`config.mk`:
```
export PLATFORM = sky130hd
export DESIGN_NAME = aht_ram
export DESIGN_NICKNAME = d
export VERILOG_FILES = /design/src/rtl/aht_ram.sv
export SDC_FILE = /design/constraint.sdc
export NUM_CORES = 1
export LEC_CHECK = 0
export BUFFER_PORTS_ARGS = -buffer_cell sky130_fd_sc_hd__buf_4
export CELL_PAD_IN_SITES_DETAIL_PLACEMENT = 2
export CELL_PAD_IN_SITES_GLOBAL_PLACEMENT = 2
export CORE_UTILIZATION = 48
export DETAILED_ROUTE_END_ITERATION = 10
export PLACE_DENSITY_LB_ADDON = 0.25
export REMOVE_ABC_BUFFERS = 1
export SYNTH_ARGS = -nofsm -noshare
export SYNTH_HDL_FRONTEND = slang
export SYNTH_SLANG_ARGS = --single-unit
```
`constraint.sdc`:
```
create_clock -name i_clk -period 2.65 [get_ports i_clk]
set_input_delay 0.53 -clock i_clk [delete_from_list [all_inputs] [get_ports i_clk]]
set_output_delay 0.53 -clock i_clk [all_outputs]
set_load 0.01 [all_outputs]
```
`src/rtl/aht_ram.sv`:
```
module aht_ram #(
    parameter int unsigned WIDTH = 8,
    parameter int unsigned DEPTH = 16
) (
    input  logic                     i_clk,
    input  logic                     i_we,
    input  logic [$clog2(DEPTH)-1:0] i_waddr,
    input  logic [WIDTH-1:0]         i_wdata,
    input  logic [$clog2(DEPTH)-1:0] i_raddr,
    output logic [WIDTH-1:0]         o_rdata
);

    logic [WIDTH-1:0] r_mem [DEPTH];
    logic [WIDTH-1:0] r_rdata;

    always_ff @(posedge i_clk) begin
        if (i_we) begin
            r_mem[i_waddr] <= i_wdata;
        end
        r_rdata <= r_mem[i_raddr];
    end

    assign o_rdata = r_rdata;

endmodule

```
After elaboration in Yosys (flattened, before gate mapping)
Memories as Yosys holds them, arrays and structs flattened. A register that Yosys moved wholly into a read port is not among the register bits.
Cells that the tools add are included.
- memory bits (writable): 128
- bits of input ports: 18
- logic and storage cells: 3
- flip-flop bits (word level): 0
- output and inout bits: 8
- memories kept: 1
- memories (name ; words ; width ; read ports ; clocked after memory_dff ; wr ports ; RTL line ; RTL):
    r_mem ; 16 ; 8 ; 1 ; 1 ; 1 ; 13 ; logic [WIDTH-1:0] r_mem [DEPTH];
- muxes and demuxes: 2
- operators by type and width (operator ; number):
    1-bit two-way mux ; 2

Logic depth before layout (Yosys ltp)
Gate-level depths: netlist of run 1.
- depth in word-level cells: 2
- mapped depth: 5
- depth with buffers taken out: 3

Worst setup path before layout of run 1
No wires, ideal clock.
- path type: input to register
- from: input i_waddr[2]
- to: memory r_mem[0][0] (enable)
- library setup time: 0.383 ns
- stages: 2
- setup slack: 0.627 ns
- path buffers: 0
- required time: 2.267 ns
- arrival: 1.640 ns
- cells stage by stage: or3b_2 -> nor3_1
- RTL lines (element ; RTL line ; RTL):
    start: declaration ; 7 ; input logic [$clog2(DEPTH)-1:0] i_waddr,
    end: declaration ; 13 ;
Straight into the memory's write port.

==> metrics.yaml, run 1 <==
cp-end-kind: "flip-flop"
seq_power_share: 0.484
hold_viol_final: 0
tns_ns: 0
grt_pass1_vias: 2851
worst_pin_slew_ns: 0.772
grt_use_total: 0.276
synthArstFlopShare: 0
fmax_mhz: 590
drt-vias-per-instance: 5.92
finalWorstSetupSlack_ns: 0.954
synth_cells: 229
overflow: 0
avgSynthCellArea_sq_um: 22.5
slew_viol_final: 0
drc_errors: 0
power_mw: 5.02
final_cells: 430
syn2layout_area_growth_pct: 19.4
crit_path_max_fanout: 18
finalCriticalPeriod_ns: 1.70
rsz0062_at_grt: "false"
hpwl_microns: 8490
clkPwrFrac: 0.466
ys_ff_latch: 136
arrival_ns: 2.11
post_cts_resized: 0
core_sq_um: 10400
clock_latency_ns: 0.55
root_buffer: "clkbuf_8"
synth_area_leaders: "edfxtp_1 (75%), mux4_2 (7.9%), mux4_1 (7.1%)"
drive_above_1_share: 0.320
cts_tree: "yes"
cts_max_level: 4
syn_area_sq_um: 5150
pwr-share-comb: 0.050
grt_max_degree: 33
yosysSeqAreaShare: 0.778
swShare: 0.230
cp.required_ns: 3.07
fillers: 834
clkSinkCount: 136
start_kind: "input port"
rr_worst_depth: 3
cts_hold_buffers: 0
worst_r2r_endpoint: "o_rdata[1]"
fin_crit_sh: 0.640
ir_drop_v: 0.000491
slew_headroom: 0.484
wl_per_cell_microns: 32.0
drt_wl_total_microns: 13800
placed_cells_incl_taps: 398
firstDrtPassIters: 4
die_w_microns: 106
rr_startpoint: "r_mem[10][1]"
pre_cts_ws_ns: 0.415
n_antenna_cell: 0
internal-power_mw: 3.87
vias: 2546
die_h_microns: 106
antenna_found_initial: 0
drt_iter0_markers: 208
synthFlopType: "edfxtp_1"
synth_area_leader_cell: "edfxtp_1"
p_sw_mw: 1.15
clk_pin_slew_worst_paths_ns: 0.07
cts_setup_buffers: 0
grt_pass1_wl_microns: 20100
hold_path_depth: 1
multi_input_area_sq_um: 1060
rrSetupSlack_ns: 1.13
ios: 26
hp-class: "in2reg"
drv_cap: 0
core.rowCount: 37
power_leakage_nw: 2.09
start_util: 0.496
antenna_left: 0
setup_viol: 0
synth_most_common_cell: "edfxtp_1"
die-area_sq_um: 11100
power.density_nw_per_um2: 817
synthTopCellsByCount: "edfxtp_1 (128), mux4_2 (18), a22oi_1 (16)"
criticalPathCategory: "in2reg"
place.gp.congestion: 0.724
ys_warn_count: 0
final_nets: 299
outcome: "finished clean"
synth_edf_count: 128
critPathLaunch: "i_raddr[0]"
endpoint: "o_rdata[4]"
cts_buffers: 17
clock_skew_ns: 0.0106
clk_path_buf_depth: 2
yosys.area.top_type_share: 0.747
ys_types: 19
io_buffers: 25
regArea_sq_um: 4000
-- per-stage QoR --
stage	hold WS, ns	utilization	cell area, sq um
after CTS	0.289	0.593	6150
after global routing	0.307	0.593	6150
after global placement	0.664	0.537	5570
final	0.307	0.593	6150
after detailed placement	0.687	0.537	5570
after floorplan	0.629	-	5060
-- worst max-delay path: stages --
cell,delay [ns]
buf_4,0.32
buf_12,0.21
mux4_1,0.60
a22oi_1,0.35
nand2_1,0.09
-- flip-flops by register name, summed over array words and instances (netlist names) --
register,count
o_rdata,8
r_mem,128
-- metal layers --
layer / global-route usage / part of all wire / vias up
met5: 0 / 0 / -
met4: 0.0972 / 0.018 / 0
met3: 0.0631 / 0.059 / 17
met2: 0.453 / 0.52 / 105
met1: 0.365 / 0.41 / 1344
li1: - / - / 1080
-- power by group through the flow --
stage | registers, mW | clock network, mW | logic [mW]
2_1_floorplan | 2.47 | 0 | 0.0964
3_3_place_gp | 2.46 | 0 | 0.236
3_5_place_dp | 2.47 | 0 | 0.252
4_1_cts | 2.43 | 2.37 | 0.258
5_1_grt | 2.43 | 2.44 | 0.272
6_report | 2.43 | 2.34 | 0.253
-- placed cells by master (no fill, tap or decap) --
master	n
edfxtp_1	128
buf_4	42
mux4_2	18
a22oi_1	16
clkbuf_16	16
mux4_1	14
nor2_1	13
nand2_1	9
dfxtp_1	8
nor3_1	4
clkinvlp_4	4
clkinv_4	4
inv_6	3
nand3b_1	2
nand2b_1	2
bufinv_16	2
nor2b_1	1
and2_1	1
and2b_1	1
nand3_1	1
or3b_2	1
clkbuf_8	1
inv_8	1
clkinv_2	1
buf_12	1
-- how the worst min path moves through the flow --
stage,start,endpoint,slack [ns]
after floorplan,i_wdata[0],r_mem[0][0],0.63
after global placement,r_mem[11][5],o_rdata[5],0.66
after detailed placement,r_mem[6][1],o_rdata[1],0.69
after CTS,i_wdata[6],r_mem[7][6],0.29
after global routing,i_wdata[6],r_mem[7][6],0.31
final,i_wdata[6],r_mem[7][6],0.31
-- cells by family after synthesis --
group,count (synthesis),synth area share
flops,136,0.778
simple gates,35,0.0318
mux,32,0.150
compound gates,16,0.0233
buf+inv,10,0.0168
-- cell type report --
| type | instances | area share |
|---|---|---|
| repair buffers | 43 | 0.0545 |
| clock inverters | 15 | 0.0273 |
| well taps | 136 | 0.0277 |
| multi-input cells | 83 | 0.172 |
| clock buffers | 17 | 0.0674 |
| flip-flops and latches | 136 | 0.651 |
(Power assumes the default switching activity.)
==> run 2: changes to the inputs <==
--- a/config.mk
+++ b/config.mk
@@ -5,10 +5,11 @@
 export SDC_FILE = /design/constraint.sdc
 export NUM_CORES = 1
 export LEC_CHECK = 0
+export ABC_AREA = 1
 export BUFFER_PORTS_ARGS = -buffer_cell sky130_fd_sc_hd__buf_4
 export CELL_PAD_IN_SITES_DETAIL_PLACEMENT = 2
 export CELL_PAD_IN_SITES_GLOBAL_PLACEMENT = 2
-export CORE_UTILIZATION = 48
+export CORE_UTILIZATION = 36
 export DETAILED_ROUTE_END_ITERATION = 10
 export PLACE_DENSITY_LB_ADDON = 0.25
 export REMOVE_ABC_BUFFERS = 1
==> constraint.sdc (replaced) <==
create_clock -name i_clk -period 1.5 [get_ports i_clk]
set_input_delay 0.3 -clock i_clk [delete_from_list [all_inputs] [get_ports i_clk]]
set_output_delay 0.3 -clock i_clk [all_outputs]
set_load 0.01 [all_outputs]
==> run 2 against run 1 <==
Against the previous run: sequential share of layout area decreased by 8.0 points; via count up 60%; final cell count increased by 92%; die area rose by 48%; largest power group is now clock; largest cell class unchanged; critical path type is now reg2out; non-clock buffer count is 13 higher; clock skew fell by 0.0062 ns; highest routed layer unchanged; count of clock-buffer cells in the layout stayed put; combinational power is 140% higher.
==> metrics.yaml, run 2 <==
outcome: "finished clean"
clk_path_buf_depth: 2
slew_viol_final: 0
syn2layout_area_growth_pct: 21.7
cts_setup_buffers: 0
ir_drop_v: 0.000795
crit_path_max_fanout: 1
wl_per_cell_microns: 21.3
yosys.area.top_type_share: 0.667
io_buffers: 25
slowest_stage: "dfxtp_1"
die-area_sq_um: 16500
overflow: 0
yosysSeqAreaShare: 0.694
synth_area_leaders: "edfxtp_1 (67%), nand2_1 (11%), nand3_1 (8.4%)"
mostFrequentLayoutCell: "nand2_1"
multi_input_area_sq_um: 1210
finalWorstSetupSlack_ns: 0.295
fmax_mhz: 830
synthArstFlopShare: 0
final_nets: 620
regArea_sq_um: 4000
die_w_microns: 129
hold_viol_final: 0
ys_warn_count: 0
synth_edf_count: 128
power_leakage_nw: 3.05
avgSynthCellArea_sq_um: 10.5
pre_cts_ws_ns: 0.0679
drt_iter0_markers: 312
cts_tree: "yes"
swShare: 0.211
slew_headroom: 0.780
grt_pass1_vias: 4654
place.gp.congestion: 0.768
core_sq_um: 15400
synth_most_common_cell: "nand2_1"
path_cells: "buf_4"
internal-power_mw: 7.71
rsz0062_at_grt: "false"
worst_pin_slew_ns: 0.330
synth_cells: 551
clock_skew_ns: 0.00432
cts_buffers: 17
largest_register_ffs: 128
ys_types: 12
finalCriticalPeriod_ns: 1.20
hold_path_end: "r_mem[5][0]"
n_antenna_cell: 0
cp_top_family: "flip-flops"
clkSinkCount: 136
rr_worst_depth: 6
slowest_delay_ns: 0.35
antenna_found_initial: 0
ios: 26
synthFlopType: "edfxtp_1"
hpwl_microns: 11100
clkPwrFrac: 0.499
hp-class: "in2reg"
cts_max_level: 4
top_register: "r_mem"
drt_wl_total_microns: 17600
arrival_ns: 0.90
clk_pin_slew_worst_paths_ns: 0.06
rr_startpoint: "r_mem[12][6]"
die_h_microns: 129
drive_above_1_share: 0.145
drc_errors: 0
clock_latency_ns: 0.42
seq_power_share: 0.438
start_util: 0.374
antenna_left: 0
core.rowCount: 45
grt_use_total: 0.231
pwr-share-comb: 0.063
ys_ff_latch: 136
root_buffer: "clkbuf_16"
grt_max_degree: 65
crit_buf_inv: 1
firstDrtPassIters: 4
placed_cells_incl_taps: 794
cp-end-kind: "primary output"
synthTopCellsByCount: "nand2_1 (173), edfxtp_1 (128), inv_1 (100)"
vias: 4065
tns_ns: 0
min_from: "i_wdata[0]"
final_cell_mix: "nand2_1 (173), edfxtp_1 (128), inv_1 (100)"
hold_path_depth: 1
setup_viol: 0
drt-vias-per-instance: 4.92
fin_crit_sh: 0.803
grt_pass1_wl_microns: 27100
rrSetupSlack_ns: 0.41
drv_cap: 0
criticalPathCategory: "reg2out"
cp.required_ns: 1.20
post_cts_resized: 0
fillers: 1612
power.density_nw_per_um2: 1390
worst_r2r_endpoint: "o_rdata[6]"
start_kind: "flip-flop"
final_cells: 826
p_sw_mw: 2.06
syn_area_sq_um: 5770
synth_area_leader_cell: "edfxtp_1"
cts_hold_buffers: 0
[run 2: area by class of cell]
type,count,area share
Inverter,102,0.0546
Timing Repair Buffer,56,0.0671
Tap cell,211,0.0376
Clock inverter,15,0.0364
Multi-Input combinational cell,289,0.173
Sequential cell,136,0.571
Clock buffer,17,0.0606
[run 2: cells by family (layout without fill, tap and decap cells)]
group / count (synthesis) / in the layout / synth area share
buffers and inverters: 126 / 190 / 0.0952
DFF: 136 / 136 / 0.694
and+or+nand+nor: 289 / 289 / 0.210
[run 2: worst max-delay path by stage]
| stage | start | to | slack, ns | depth (start not counted) |
|---|---|---|---|---|
| floorplan | i_raddr[0] | o_rdata[2] | 0.22 | 6 |
| finish | o_rdata[5] | o_rdata[5] | 0.30 | 1 |
| global placement | i_waddr[2] | r_mem[10][5] | 0.15 | 4 |
| global route | o_rdata[5] | o_rdata[5] | 0.27 | 1 |
| CTS | o_rdata[5] | o_rdata[5] | 0.27 | 1 |
| detailed placement | i_waddr[2] | r_mem[10][2] | 0.07 | 4 |
[run 2: power groups by stage]
stage / Sequential, mW / Clock [mW] / Combinational [mW]
global route: 4.29 / 5.07 / 0.674
finish: 4.28 / 4.87 / 0.615
CTS: 4.28 / 4.96 / 0.625
global placement: 4.35 / 0 / 0.571
floorplan: 4.36 / 0 / 0.229
detailed placement: 4.36 / 0 / 0.608
[run 2: through the flow]
| step | power [mW] | hold WS (ns) | util | area [sq um] |
|---|---|---|---|---|
| floorplan | 4.59 | 0.399 | - | 5600 |
| global placement | 4.92 | 0.632 | 0.411 | 6330 |
| detailed placement | 4.97 | 0.641 | 0.411 | 6330 |
| CTS | 9.86 | 0.194 | 0.455 | 7020 |
| global route | 10.0 | 0.212 | 0.455 | 7020 |
| finish | 9.77 | 0.212 | 0.455 | 7020 |
[run 2: layer usage]
| metal | vias up | track usage | part of all wire |
|---|---|---|---|
| met5 | - | 0 | 0 |
| li1 | 1874 | - | - |
| met4 | 0 | 0.0865 | 0.018 |
| met3 | 26 | 0.0391 | 0.039 |
| met1 | 2077 | 0.274 | 0.40 |
| met2 | 88 | 0.419 | 0.54 |
==> run 3: changes to the inputs <==
--- a/config.mk
+++ b/config.mk
@@ -9,7 +9,7 @@
 export BUFFER_PORTS_ARGS = -buffer_cell sky130_fd_sc_hd__buf_4
 export CELL_PAD_IN_SITES_DETAIL_PLACEMENT = 2
 export CELL_PAD_IN_SITES_GLOBAL_PLACEMENT = 2
-export CORE_UTILIZATION = 36
+export CORE_UTILIZATION = 40
 export DETAILED_ROUTE_END_ITERATION = 10
 export PLACE_DENSITY_LB_ADDON = 0.25
 export REMOVE_ABC_BUFFERS = 1
==> constraint.sdc (replaced) <==
create_clock -name i_clk -period 1.12 [get_ports i_clk]
set_input_delay 0.224 -clock i_clk [delete_from_list [all_inputs] [get_ports i_clk]]
set_output_delay 0.224 -clock i_clk [all_outputs]
set_load 0.01 [all_outputs]
==> run 3 against run 2 <==
Against the previous run: via count about the same; global-route usage up 2.7 points; die area down 9.8%; sequential power up 34%; critical endpoint is now o_rdata[0].
==> metrics.yaml, run 3 (synthesized netlist as in run 2, its figures left out) <==
firstDrtPassIters: 4
ios: 26
hpwl_microns: 11500
die_h_microns: 122
slowest_stage: "dfxtp_4"
antenna_found_initial: 0
clock_latency_ns: 0.41
fin_crit_sh: 0.990
die-area_sq_um: 14900
overflow: 0
hp-class: "in2reg"
drt_wl_total_microns: 17400
clkPwrFrac: 0.451
power_leakage_nw: 3.04
drt-vias-per-instance: 5.08
criticalPathCategory: "reg2out"
wl_per_cell_microns: 21.7
cp.required_ns: 0.90
start_util: 0.412
place.gp.congestion: 0.788
fin_area_sq_um: 6950
internal-power_mw: 9.40
whs_ns: 0.136
slew_viol_final: 0
clk_path_buf_depth: 2
antenna_left: 0
core.rowCount: 43
top_register: "r_mem"
setup_viol: 0
largest_register_ffs: 128
core_sq_um: 14000
vias: 4066
cp_top_family: "flip-flops"
path_cells: "buf_6"
seq_power_share: 0.478
cts_buffers: 17
ir_drop_v: 0.00108
worst_pin_slew_ns: 0.311
mostFrequentLayoutCell: "nand2_1"
p_sw_mw: 2.61
grt_pass1_vias: 4661
swShare: 0.217
slowest_delay_ns: 0.35
postPlaceCellArea_sq_um: 6370
root_buffer: "clkbuf_16"
start_kind: "flip-flop"
crit_path_max_fanout: 1
io_buffers: 25
power.density_nw_per_um2: 1730
clk_pin_slew_worst_paths_ns: 0.06
multi_input_area_sq_um: 1220
grt_max_degree: 47
final_cell_mix: "nand2_1 (173), edfxtp_1 (128), inv_1 (100)"
drive_above_1_share: 0.150
drc_errors: 0
finalCriticalPeriod_ns: 1.11
drt_iter0_markers: 234
pwr-share-comb: 0.071
syn2layout_area_growth_pct: 20.5
fmax_mhz: 902
outcome: "finished clean"
arrival_ns: 0.88
cp-end-kind: "primary output"
final_nets: 626
hold_viol_final: 0
n_antenna_cell: 0
rsz0062_at_grt: "true"
clock_skew_ns: 0.00441
grt_use_total: 0.258
clkSinkCount: 136
slew_headroom: 0.792
die_w_microns: 122
cts_tree: "yes"
grt_pass1_wl_microns: 27100
regArea_sq_um: 4010
cts_max_level: 4
drv_cap: 0
rrSetupSlack_ns: 0.04
fillers: 1413
crit_buf_inv: 1
-- run 3: routing by layer --
layer / share of wire / GRT usage / vias to the layer above
li1: - / - / 1890
met1: 0.42 / 0.317 / 2079
met2: 0.53 / 0.459 / 71
met3: 0.025 / 0.0360 / 26
met4: 0.022 / 0.0991 / 0
met5: 0 / 0 / -
-- run 3: worst register-to-register path: stages, from the launching register on --
cell	delay, ns
edfxtp_1	0.39
inv_1	0.08
nand2_1	0.05
nand3_1	0.10
nand3_1	0.14
nand3_1	0.14
nand2_1	0.07
-- run 3: stage by stage --
stage	instances	power, mW	utilization	setup WS, ns	TNS, ns
after detailed placement	769	6.68	0.455	-0.254	-18.19
final	801	12.0	0.497	0.0111	0
after global placement	769	6.62	0.455	-0.177	-11.58
after global routing	801	12.4	0.497	-0.0114	-0.0114
after floorplan	527	6.15	-	-0.0845	-4.93
after CTS	801	12.1	0.496	-0.00808	-0.00808
-- run 3: worst paths after layout --
kind	startpoint	to	cells after the start
max	o_rdata[0]	o_rdata[0]	1
min	i_wdata[1]	r_mem[14][1]	1
max reg2reg	r_mem[6][3]	o_rdata[3]	6
min reg2reg	r_mem[13][1]	o_rdata[1]	6
-- run 3: power by group through the flow --
stage | clock network, mW | logic, mW | registers (mW)
after floorplan | 0 | 0.307 | 5.84
after global routing | 5.71 | 0.926 | 5.75
after CTS | 5.49 | 0.863 | 5.74
after detailed placement | 0 | 0.838 | 5.84
final | 5.41 | 0.852 | 5.74
after global placement | 0 | 0.788 | 5.83
-- run 3: timing repair --
item	4_1_cts	5_1_grt
cloned	0	0
setup endpoints to repair	2	3
resized for setup	4	3
buffers inserted	0	0
hold buffers	0	0
-- run 3: layout make-up --
cell class | count | share of cell area
well taps | 180 | 0.0324
multi-input cells | 289 | 0.176
repair buffers | 62 | 0.0783
clock inverters | 15 | 0.0202
flip-flops and latches | 136 | 0.577
clock buffers | 17 | 0.0612
inverters | 102 | 0.0551
